==> src/rtl/srtf_pkg.sv <==
`timescale 1ns / 1ps
`default_nettype none

package srtf_pkg;

    localparam int MAX_PROCS_DEF = 16;

    localparam int ARR_W  = 16;
    localparam int BUR_W  = 8;
    localparam int TIME_W = 17;
    localparam int BEST_W = 9;
    localparam int JOB_W  = 4;

    localparam logic [BEST_W-1:0] NONE_LEFT  = '1;
    localparam logic [TIME_W-1:0] NO_ARRIVAL = '1;

    // scan token that walks the cell chain once per time unit
    typedef struct packed {
        logic              vld;
        logic [BEST_W-1:0] best;
        logic              choice;
        logic [TIME_W-1:0] next_arr;
    } t_token;

    // broadcast from the controller to every cell
    typedef struct packed {
        logic              load;
        logic              dec;
        logic [TIME_W-1:0] now;
        logic [ARR_W-1:0]  arrival;
        logic [BUR_W-1:0]  burst;
    } t_cmd;

endpackage

`default_nettype wire

==> src/rtl/srtf_if.sv <==
`timescale 1ns / 1ps
`default_nettype none

interface srtf_in_if import srtf_pkg::*; ();
    logic             valid;
    logic             ready;
    logic [ARR_W-1:0] arrive_tick;
    logic [BUR_W-1:0] burst_len;
    logic             last;

    modport source (output valid, arrive_tick, burst_len, last, input ready);
    modport sink   (input valid, arrive_tick, burst_len, last, output ready);
endinterface

interface srtf_out_if import srtf_pkg::*; ();
    logic              valid;
    logic              ready;
    logic [JOB_W-1:0]  job_index;
    logic [TIME_W-1:0] waiting_time;
    logic [TIME_W-1:0] turnaround_time;
    logic              last_result;

    modport source (output valid, job_index, waiting_time, turnaround_time, last_result,
                    input ready);
    modport sink   (input valid, job_index, waiting_time, turnaround_time, last_result,
                    output ready);
endinterface

`default_nettype wire

==> src/rtl/srtf_cell.sv <==
`timescale 1ns / 1ps
`default_nettype none

module srtf_cell import srtf_pkg::*; #(
    parameter int IDX = 0,
    parameter int IW  = 4,
    parameter int CW  = 5
) (
    input  wire                i_clk,
    input  wire                i_rst_n,
    input  t_cmd               i_cmd,
    input  wire  [IW-1:0]      i_sel,
    input  wire  [CW-1:0]      i_count,
    input  t_token             i_tok,
    input  wire  [IW-1:0]      i_tok_idx,
    output t_token             o_tok,
    output logic [IW-1:0]      o_tok_idx,
    output logic [TIME_W-1:0]  o_wait,
    output logic [BUR_W-1:0]   o_burst
);

    localparam logic [IW-1:0] MY_IDX = IW'(IDX);
    localparam logic [CW-1:0] MY_POS = CW'(IDX);

    logic [ARR_W-1:0]  r_arr;
    logic [BUR_W-1:0]  r_burst;
    logic [BUR_W-1:0]  r_rem;
    logic [TIME_W-1:0] r_wait;
    t_token            r_tok;
    logic [IW-1:0]     r_tok_idx;

    t_token            n_tok;
    logic [IW-1:0]     n_tok_idx;
    logic              active;
    logic              pending;
    logic [TIME_W:0]   finish;
    logic [TIME_W:0]   used;

    assign active  = (MY_POS < i_count);
    assign pending = active && (r_rem != '0);
    assign finish  = {1'b0, i_cmd.now} + 1'b1;
    assign used    = (TIME_W+1)'(r_burst) + (TIME_W+1)'(r_arr);

    always_comb begin
        n_tok     = i_tok;
        n_tok_idx = i_tok_idx;
        if (pending && ({1'b0, r_arr} <= i_cmd.now) && ({1'b0, r_rem} < i_tok.best)) begin
            n_tok.best   = {1'b0, r_rem};
            n_tok.choice = 1'b1;
            n_tok_idx    = MY_IDX;
        end
        if (pending && ({1'b0, r_arr} < i_tok.next_arr)) begin
            n_tok.next_arr = {1'b0, r_arr};
        end
    end

    always_ff @(posedge i_clk) begin
        if (!i_rst_n) begin
            r_tok.vld <= 1'b0;
        end else begin
            r_tok.vld <= n_tok.vld;
        end
        r_tok.best     <= n_tok.best;
        r_tok.choice   <= n_tok.choice;
        r_tok.next_arr <= n_tok.next_arr;
        r_tok_idx      <= n_tok_idx;

        if (i_cmd.load && i_sel == MY_IDX) begin
            r_arr   <= i_cmd.arrival;
            r_burst <= i_cmd.burst;
            r_rem   <= i_cmd.burst;
            r_wait  <= '0;
        end else if (i_cmd.dec && i_sel == MY_IDX) begin
            r_rem <= r_rem - 1'b1;
            if (r_rem == BUR_W'(1)) begin
                r_wait <= (finish > used) ? TIME_W'(finish - used) : '0;
            end
        end
    end

    assign o_tok     = r_tok;
    assign o_tok_idx = r_tok_idx;
    assign o_wait    = r_wait;
    assign o_burst   = r_burst;

endmodule

`default_nettype wire

==> src/rtl/srtf_schedule_waiting_times.sv <==
// Preemptive shortest-remaining-time-first scheduler.
// Input channel i_job: one job per transaction (arrive_tick, burst_len, last).
// Jobs are held in a chain of MAX_PROCS cells; jobs beyond capacity are dropped.
// The transaction with last set starts the schedule over the jobs held.
// Output channel o_res: one transaction per held job in load order, giving
// waiting and turnaround time; last_result marks the final one.
// Each simulated time unit is one scan token walking the whole cell chain.
// An idle stretch with nothing arrived costs one time unit. Results then
// leave at one result per cycle while the receiver takes them.
// i_job.ready is high only while no set is being scheduled or emitted; one
// set is worked on at a time. Results sit in an output register: a stalled
// receiver holds the emitter, and the block takes the next set's jobs once the
// final result of a set has been registered.
// Reset (i_rst_n low, synchronous) empties the job set and the output register.
`timescale 1ns / 1ps
`default_nettype none

module srtf_schedule_waiting_times import srtf_pkg::*; #(
    parameter int MAX_PROCS = MAX_PROCS_DEF
) (
    input  wire         i_clk,
    input  wire         i_rst_n,
    srtf_in_if.sink     i_job,
    srtf_out_if.source  o_res
);

    localparam int IW = $clog2(MAX_PROCS);
    localparam int CW = $clog2(MAX_PROCS + 1);
    localparam logic [CW-1:0] CAP = CW'(MAX_PROCS);

    typedef enum logic [1:0] {
        S_IDLE,
        S_ISSUE,
        S_WAIT,
        S_EMIT
    } t_state;

    t_state             r_state;
    logic [CW-1:0]      r_count;
    logic [CW-1:0]      r_zero;
    logic [CW-1:0]      r_done;
    logic [CW-1:0]      r_emit;
    logic [TIME_W-1:0]  r_time;
    logic [BEST_W-1:0]  r_best;
    logic [IW-1:0]      r_cur;
    logic               r_choice;

    logic               r_out_valid;
    logic [JOB_W-1:0]   r_out_idx;
    logic [TIME_W-1:0]  r_out_wait;
    logic [TIME_W-1:0]  r_out_tat;
    logic               r_out_last;

    t_token             w_tok     [MAX_PROCS+1];
    logic [IW-1:0]      w_tok_idx [MAX_PROCS+1];
    logic [TIME_W-1:0]  w_wait    [MAX_PROCS];
    logic [BUR_W-1:0]   w_burst   [MAX_PROCS];

    t_cmd               cmd;
    logic [IW-1:0]      sel;
    logic               in_take;
    logic               store;
    t_token             tail;
    logic [IW-1:0]      tail_idx;
    logic               out_free;
    logic [TIME_W-1:0]  rd_wait;
    logic [BUR_W-1:0]   rd_burst;

    assign in_take  = (r_state == S_IDLE) && i_job.valid;
    assign store    = in_take && (r_count < CAP);
    assign tail     = w_tok[MAX_PROCS];
    assign tail_idx = w_tok_idx[MAX_PROCS];
    assign out_free = !r_out_valid || o_res.ready;
    assign rd_wait  = w_wait[r_emit[IW-1:0]];
    assign rd_burst = w_burst[r_emit[IW-1:0]];

    always_comb begin
        cmd.load    = store;
        cmd.dec     = (r_state == S_WAIT) && tail.vld && tail.choice;
        cmd.now     = r_time;
        cmd.arrival = i_job.arrive_tick;
        cmd.burst   = i_job.burst_len;
        sel         = store ? r_count[IW-1:0] : tail_idx;

        w_tok[0].vld      = (r_state == S_ISSUE) && (r_done != r_count);
        w_tok[0].best     = r_best;
        w_tok[0].choice   = r_choice;
        w_tok[0].next_arr = NO_ARRIVAL;
        w_tok_idx[0]      = r_cur;
    end

    for (genvar k = 0; k < MAX_PROCS; k++) begin : g_cell
        srtf_cell #(
            .IDX (k),
            .IW  (IW),
            .CW  (CW)
        ) u_cell (
            .i_clk     (i_clk),
            .i_rst_n   (i_rst_n),
            .i_cmd     (cmd),
            .i_sel     (sel),
            .i_count   (r_count),
            .i_tok     (w_tok[k]),
            .i_tok_idx (w_tok_idx[k]),
            .o_tok     (w_tok[k+1]),
            .o_tok_idx (w_tok_idx[k+1]),
            .o_wait    (w_wait[k]),
            .o_burst   (w_burst[k])
        );
    end

    always_ff @(posedge i_clk) begin
        if (!i_rst_n) begin
            r_state     <= S_IDLE;
            r_count     <= '0;
            r_zero      <= '0;
            r_done      <= '0;
            r_emit      <= '0;
            r_time      <= '0;
            r_best      <= NONE_LEFT;
            r_cur       <= '0;
            r_choice    <= 1'b0;
            r_out_valid <= 1'b0;
        end else begin
            if ((r_state == S_EMIT) && out_free) begin
                r_out_valid <= 1'b1;
            end else if (o_res.ready) begin
                r_out_valid <= 1'b0;
            end
            case (r_state)
                S_IDLE: begin
                    if (in_take) begin
                        if (store) begin
                            r_count <= r_count + 1'b1;
                            if (i_job.burst_len == '0) begin
                                r_zero <= r_zero + 1'b1;
                            end
                        end
                        if (i_job.last) begin
                            r_time   <= '0;
                            r_done   <= r_zero + CW'(store && i_job.burst_len == '0);
                            r_best   <= NONE_LEFT;
                            r_cur    <= '0;
                            r_choice <= 1'b0;
                            r_state  <= S_ISSUE;
                        end
                    end
                end
                S_ISSUE: begin
                    if (r_done == r_count) begin
                        r_emit  <= '0;
                        r_state <= S_EMIT;
                    end else begin
                        r_state <= S_WAIT;
                    end
                end
                S_WAIT: begin
                    if (tail.vld) begin
                        if (tail.choice) begin
                            if (tail.best == BEST_W'(1)) begin
                                // job finishes at the end of this time unit
                                r_best   <= NONE_LEFT;
                                r_choice <= 1'b0;
                                r_done   <= r_done + 1'b1;
                            end else begin
                                r_best   <= tail.best - 1'b1;
                                r_choice <= 1'b1;
                            end
                            r_cur  <= tail_idx;
                            r_time <= r_time + 1'b1;
                        end else begin
                            // nothing ready: skip ahead to the earliest pending arrival
                            r_time <= (tail.next_arr > r_time) ? tail.next_arr
                                                               : r_time + 1'b1;
                        end
                        r_state <= S_ISSUE;
                    end
                end
                S_EMIT: begin
                    if (out_free) begin
                        r_out_idx   <= JOB_W'(r_emit);
                        r_out_wait  <= rd_wait;
                        r_out_tat   <= (rd_burst == '0) ? '0
                                                        : TIME_W'(rd_burst) + rd_wait;
                        r_out_last  <= (r_emit == r_count - 1'b1);
                        r_emit      <= r_emit + 1'b1;
                        if (r_emit == r_count - 1'b1) begin
                            r_count <= '0;
                            r_zero  <= '0;
                            r_state <= S_IDLE;
                        end
                    end
                end
                default: begin
                    r_state <= S_IDLE;
                end
            endcase
        end
    end

    assign i_job.ready           = (r_state == S_IDLE);
    assign o_res.valid           = r_out_valid;
    assign o_res.job_index       = r_out_idx;
    assign o_res.waiting_time    = r_out_wait;
    assign o_res.turnaround_time = r_out_tat;
    assign o_res.last_result     = r_out_last;

endmodule

`default_nettype wire

==> src/flat_wrapper.sv <==
// flat-port wrapper written by rule: the top's interface ports become plain ports
module srtf_schedule_waiting_times_flat import srtf_pkg::*;
#(
    parameter int MAX_PROCS = MAX_PROCS_DEF
)
  (i_clk, i_rst_n, i_job_valid, i_job_arrive_tick, i_job_burst_len, i_job_last, i_job_ready, o_res_valid, o_res_job_index, o_res_waiting_time, o_res_turnaround_time, o_res_last_result, o_res_ready);
  srtf_in_if i_job_i ();
  srtf_out_if o_res_i ();
  input  wire i_clk;
  input  wire i_rst_n;
  input wire logic [$bits(i_job_i.valid)-1:0] i_job_valid;
  input wire logic [$bits(i_job_i.arrive_tick)-1:0] i_job_arrive_tick;
  input wire logic [$bits(i_job_i.burst_len)-1:0] i_job_burst_len;
  input wire logic [$bits(i_job_i.last)-1:0] i_job_last;
  output wire logic [$bits(i_job_i.ready)-1:0] i_job_ready;
  output wire logic [$bits(o_res_i.valid)-1:0] o_res_valid;
  output wire logic [$bits(o_res_i.job_index)-1:0] o_res_job_index;
  output wire logic [$bits(o_res_i.waiting_time)-1:0] o_res_waiting_time;
  output wire logic [$bits(o_res_i.turnaround_time)-1:0] o_res_turnaround_time;
  output wire logic [$bits(o_res_i.last_result)-1:0] o_res_last_result;
  input wire logic [$bits(o_res_i.ready)-1:0] o_res_ready;
  assign i_job_i.valid = i_job_valid;
  assign i_job_i.arrive_tick = i_job_arrive_tick;
  assign i_job_i.burst_len = i_job_burst_len;
  assign i_job_i.last = i_job_last;
  assign i_job_ready = i_job_i.ready;
  assign o_res_valid = o_res_i.valid;
  assign o_res_job_index = o_res_i.job_index;
  assign o_res_waiting_time = o_res_i.waiting_time;
  assign o_res_turnaround_time = o_res_i.turnaround_time;
  assign o_res_last_result = o_res_i.last_result;
  assign o_res_i.ready = o_res_ready;
  srtf_schedule_waiting_times #(.MAX_PROCS(MAX_PROCS)) u_core (.i_clk(i_clk), .i_rst_n(i_rst_n), .i_job(i_job_i), .o_res(o_res_i));
endmodule
==> config.mk <==
export PLATFORM = sky130hd
export DESIGN_NAME = srtf_schedule_waiting_times_flat
export DESIGN_NICKNAME = d
export VERILOG_FILES = /design/src/rtl/srtf_pkg.sv /design/src/rtl/srtf_if.sv /design/src/rtl/srtf_cell.sv /design/src/rtl/srtf_schedule_waiting_times.sv /design/src/flat_wrapper.sv
export SDC_FILE = /design/constraint.sdc
export NUM_CORES = 2
export LEC_CHECK = 0
export BUFFER_PORTS_ARGS = -buffer_cell sky130_fd_sc_hd__buf_2
export CORE_UTILIZATION = 39
export DETAILED_ROUTE_END_ITERATION = 8
export PLACE_DENSITY_LB_ADDON = 0.05
export SLEW_MARGIN = 5
export SYNTH_ARGS = -nofsm -noshare
export SYNTH_HDL_FRONTEND = slang
export SYNTH_HIERARCHICAL = 1
export SYNTH_SLANG_ARGS = --single-unit
==> constraint.sdc <==
create_clock -name i_clk -period 6.2 [get_ports i_clk]
set_input_delay 0.93 -clock i_clk [delete_from_list [all_inputs] [get_ports i_clk]]
set_output_delay 0.93 -clock i_clk [all_outputs]
set_load 0.03 [all_outputs]
==> impl_metrics.yaml <==
outcome:
  status: "finished with violations"
  violations: "antenna violations"
synth:
  ys.flop_type: "dfxtp_1"
  ys_warn_count: 6
  synth_edf_count: 551
  ys_async_sr_fraction: 0
  syn_area_mm2: 0.0962
  ys_ff_latch: 1389
  synth_cells: 9949
  ys_seq_area_frac: 0.346
  postSynthAreaPerCell_um2: 9.67
  ys_types: 166
clock_tree:
  cts.htree.levels: 4
  insertion_delay_ps: 850
  post_cts_buffers: 0
  cts_buffer_depth: 3
  cts_tree: "yes"
  clock-sinks: 1389
  numCtsBuffers: 169
  holdBufCountCts: 0
  cts_root_buffer: "clkbuf_16"
  clk_pin_slew_ps: 60
  cts_resized: 0
die:
  placementRows: 182
  fp.dieW_um: 499
  core_area_mm2: 0.246
  io_pins: 70
  die_area_mm2: 0.249
  dieHeight_um: 499
  start_util: 0.392
sta:
  setup_viol: 0
  tns_ps: 0
  period_needed_ps: 5140
  fin_skew_ps: 33.9
  tightestPinTransition_ps: 1310
  max_freq_mhz: 195
  final.period_utilization: 0.829
  finalHoldViolations: 0
  slew_violations: 0
  slew-limit-headroom: 0.120
  rsz0062_at_grt: "no"
global_routing:
  antenna_found_initial: 49
  grt_use_total: 0.313
  grt_pass1_wl_um: 560000
  grt_max_degree: 68
  gr-total-overflow: 0
  grt_pass1_vias: 75900
detailed_routing:
  vias_per_cell: 5.92
  ant_nets: 1
  drtIter0Drc: 7657
  drc: 0
  wl_um: 400000
  wl_per_cell_um: 29.5
  vias: 80200
  drtPass1Iterations: 6
place:
  post-dp-hpwl_um: 304000
  dp_cells: 13200
  routabilityCongestion: 0.942
  port_buffers: 69
setup_path:
  worstReg2RegStart: "u_core/g_cell[2].u_cell/r_arr[1]"
  start_kind: "register"
  reg2reg_to: "u_core/g_cell[2].u_cell/o_wait[3]"
  worst_r2r_path_depth: 15
  worst_ep_arrival_time_ps: 5920
  cp.required_ps: 6980
  crit_fanout: 16
  path_class: "register to register"
  end_kind: "register"
  r2r_slack_ps: 1060
hold_path:
  min_to: "u_core/g_cell[12].u_cell/o_tok_idx[2]"
  min-delay-start: "u_core/g_cell[11].u_cell/o_tok_idx[2]"
  min_delay_path_depth: 1
  hp-class: "register to register"
power_and_ir_drop:
  irDropWorstVdd_uv: 281
  p_per_area_mw_per_mm2: 232
  leakage_nw: 43.7
finish:
  area_growth_pct: 11.0
  drive_gt1_frac: 0.119
  fin_cells: 13600
  nNetsFinal: 11300
flow_run:
  drv_cap: 0
[cells in the final DEF, fill, tap and decap left out, drive strengths merged, types with 50 or more instances in the layout]
master,instances
ha,1107
inv,868
dfxtp,838
nand2,711
a21oi,563
edfxtp,551
xnor2,522
nor2,509
o21ai,469
nand3,372
mux2,302
xor2,256
a21o,243
buf,231
clkbuf,229
nand4,182
nor3,177
and3,154
o211ai,114
mux4,110
nor2b,109
and2,105
o21a,103
a211oi,100
a22o,85
nand2b,78
a31oi,69
nor4,68
clkinv,57
mux2i,54
a221oi,52
nor3b,50
[report_power, final]
group	internal, mW	switching [mW]
Sequential	10.2	0.703
Clock	5.91	4.40
Combinational	1.38	2.21
Total	17.5	7.31
[Yosys cell counts, types with 46 or more instances]
cell type / number / area [um^2]
a22o_1: 83 / 727
o21ai_2: 49 / 429
o21ai_0: 380 / 1900
clkbuf_1: 142 / 533
dfxtp_1: 838 / 16800
nand4_1: 180 / 1130
nor3b_1: 49 / 368
a21oi_1: 545 / 2730
nor2b_1: 109 / 682
mux4_2: 110 / 2480
inv_1: 846 / 3180
xnor2_1: 522 / 4570
and3_1: 148 / 926
a21o_1: 238 / 1790
nor4_1: 53 / 332
o211ai_1: 107 / 803
o21a_1: 102 / 766
nor2_1: 506 / 1900
a31oi_1: 64 / 400
a211oi_1: 91 / 683
a221oi_1: 49 / 429
mux2_2: 232 / 2610
nand3_1: 370 / 1850
nand2b_1: 77 / 482
and2_1: 95 / 594
o21bai_1: 46 / 345
edfxtp_1: 551 / 16500
ha_1: 1107 / 13900
xor2_1: 256 / 2240
nand2_1: 707 / 2650
nor3_1: 160 / 801
mux2i_1: 54 / 541
[cell type report]
class	instances	area, um^2
fill	23600	139000
multi-input combinational	7496	58600
sequential	1389	33400
clock buffer	229	4910
tap	3220	4030
inverter	850	3190
timing repair buffer	231	1750
clock inverter	90	843
antenna	46	115
[flip-flops by register name, summed over array words and instances (netlist names)]
name and count:
u_core/g_cell.u_cell/o_burst 128, u_core/g_cell.u_cell/o_tok 448, u_core/g_cell.u_cell/o_tok_idx 64, u_core/g_cell.u_cell/o_wait 272, u_core/g_cell.u_cell/r_arr 256, u_core/g_cell.u_cell/r_rem 128, u_core/o_res.job_index 4, u_core/o_res.last_result 1
u_core/o_res.turnaround_time 17, u_core/o_res.valid 1, u_core/o_res.waiting_time 17, u_core/r_best 9, u_core/r_choice 1, u_core/r_count 5, u_core/r_cur 4, u_core/r_done 5
u_core/r_emit 5, u_core/r_state 2, u_core/r_time 17, u_core/r_zero 5
[worst max-delay path by stage]
stage          slack [ps]                              from                            endpoint
4_1_cts              1100  u_core/g_cell[2].u_cell/r_arr[1]   u_core/g_cell[2].u_cell/o_wait[3]
5_1_grt               730  u_core/g_cell[2].u_cell/r_arr[1]   u_core/g_cell[2].u_cell/o_wait[3]
2_1_floorplan        1140                  u_core/r_time[2]  u_core/g_cell[8].u_cell/o_wait[16]
3_5_place_dp         1120  u_core/g_cell[2].u_cell/r_arr[1]   u_core/g_cell[2].u_cell/o_wait[3]
3_3_place_gp         1060  u_core/g_cell[2].u_cell/r_arr[1]   u_core/g_cell[2].u_cell/o_wait[3]
6_report             1060  u_core/g_cell[2].u_cell/r_arr[1]   u_core/g_cell[2].u_cell/o_wait[3]
[critical path: stages, from the launching register on]
cell	delay, ps
edfxtp_1	480
ha_1	320
a21o_1	170
a21oi_1	250
o21ai_0	190
o41ai_1	480
a2bb2oi_1	450
xor2_1	160
ha_1	440
o21ai_0	140
a32oi_2	190
o31ai_2	140
o221a_4	270
o311a_4	320
nor4_4	810
a32o_1	270
[metrics by stage]
step                      cell area, um^2  hold slack (ps)  worst slack (ps)  utilization  total power [mW]
after floorplan                     96400              385              1140            -              13.0
after global placement             101000              393              1060        0.411              14.5
after detailed placement           101000              394              1120        0.411              14.6
after CTS                          107000              408              1100        0.434              24.9
after global routing               107000              419               729        0.434              25.7
final                              107000              407              1060        0.435              24.8
[logic make-up (layout without fill, tap and decap cells)]
group                    Yosys count  count (layout)  share of synthesized area
multiplexers                     466             466                     0.0681
adder cells (fa/ha/maj)         1140            1140                      0.151
AND/OR/NAND/NOR                 2765            2765                      0.150
other                              1              81                  0.0000390
AO/OA/AOI/OAI                   2312            2312                      0.167
buffers and inverters           1098            1400                     0.0470
flip-flops                      1389            1389                      0.346
XOR/XNOR                         778             778                     0.0708
[per-layer routing]
| layer | global-route usage | routed length [um] |
|---|---|---|
| met5 | 0 | 0 |
| met4 | 0.128 | 16200 |
| met1 | 0.427 | 177000 |
| met2 | 0.495 | 181000 |
| met3 | 0.0420 | 25300 |
(Power assumes the default switching activity.)
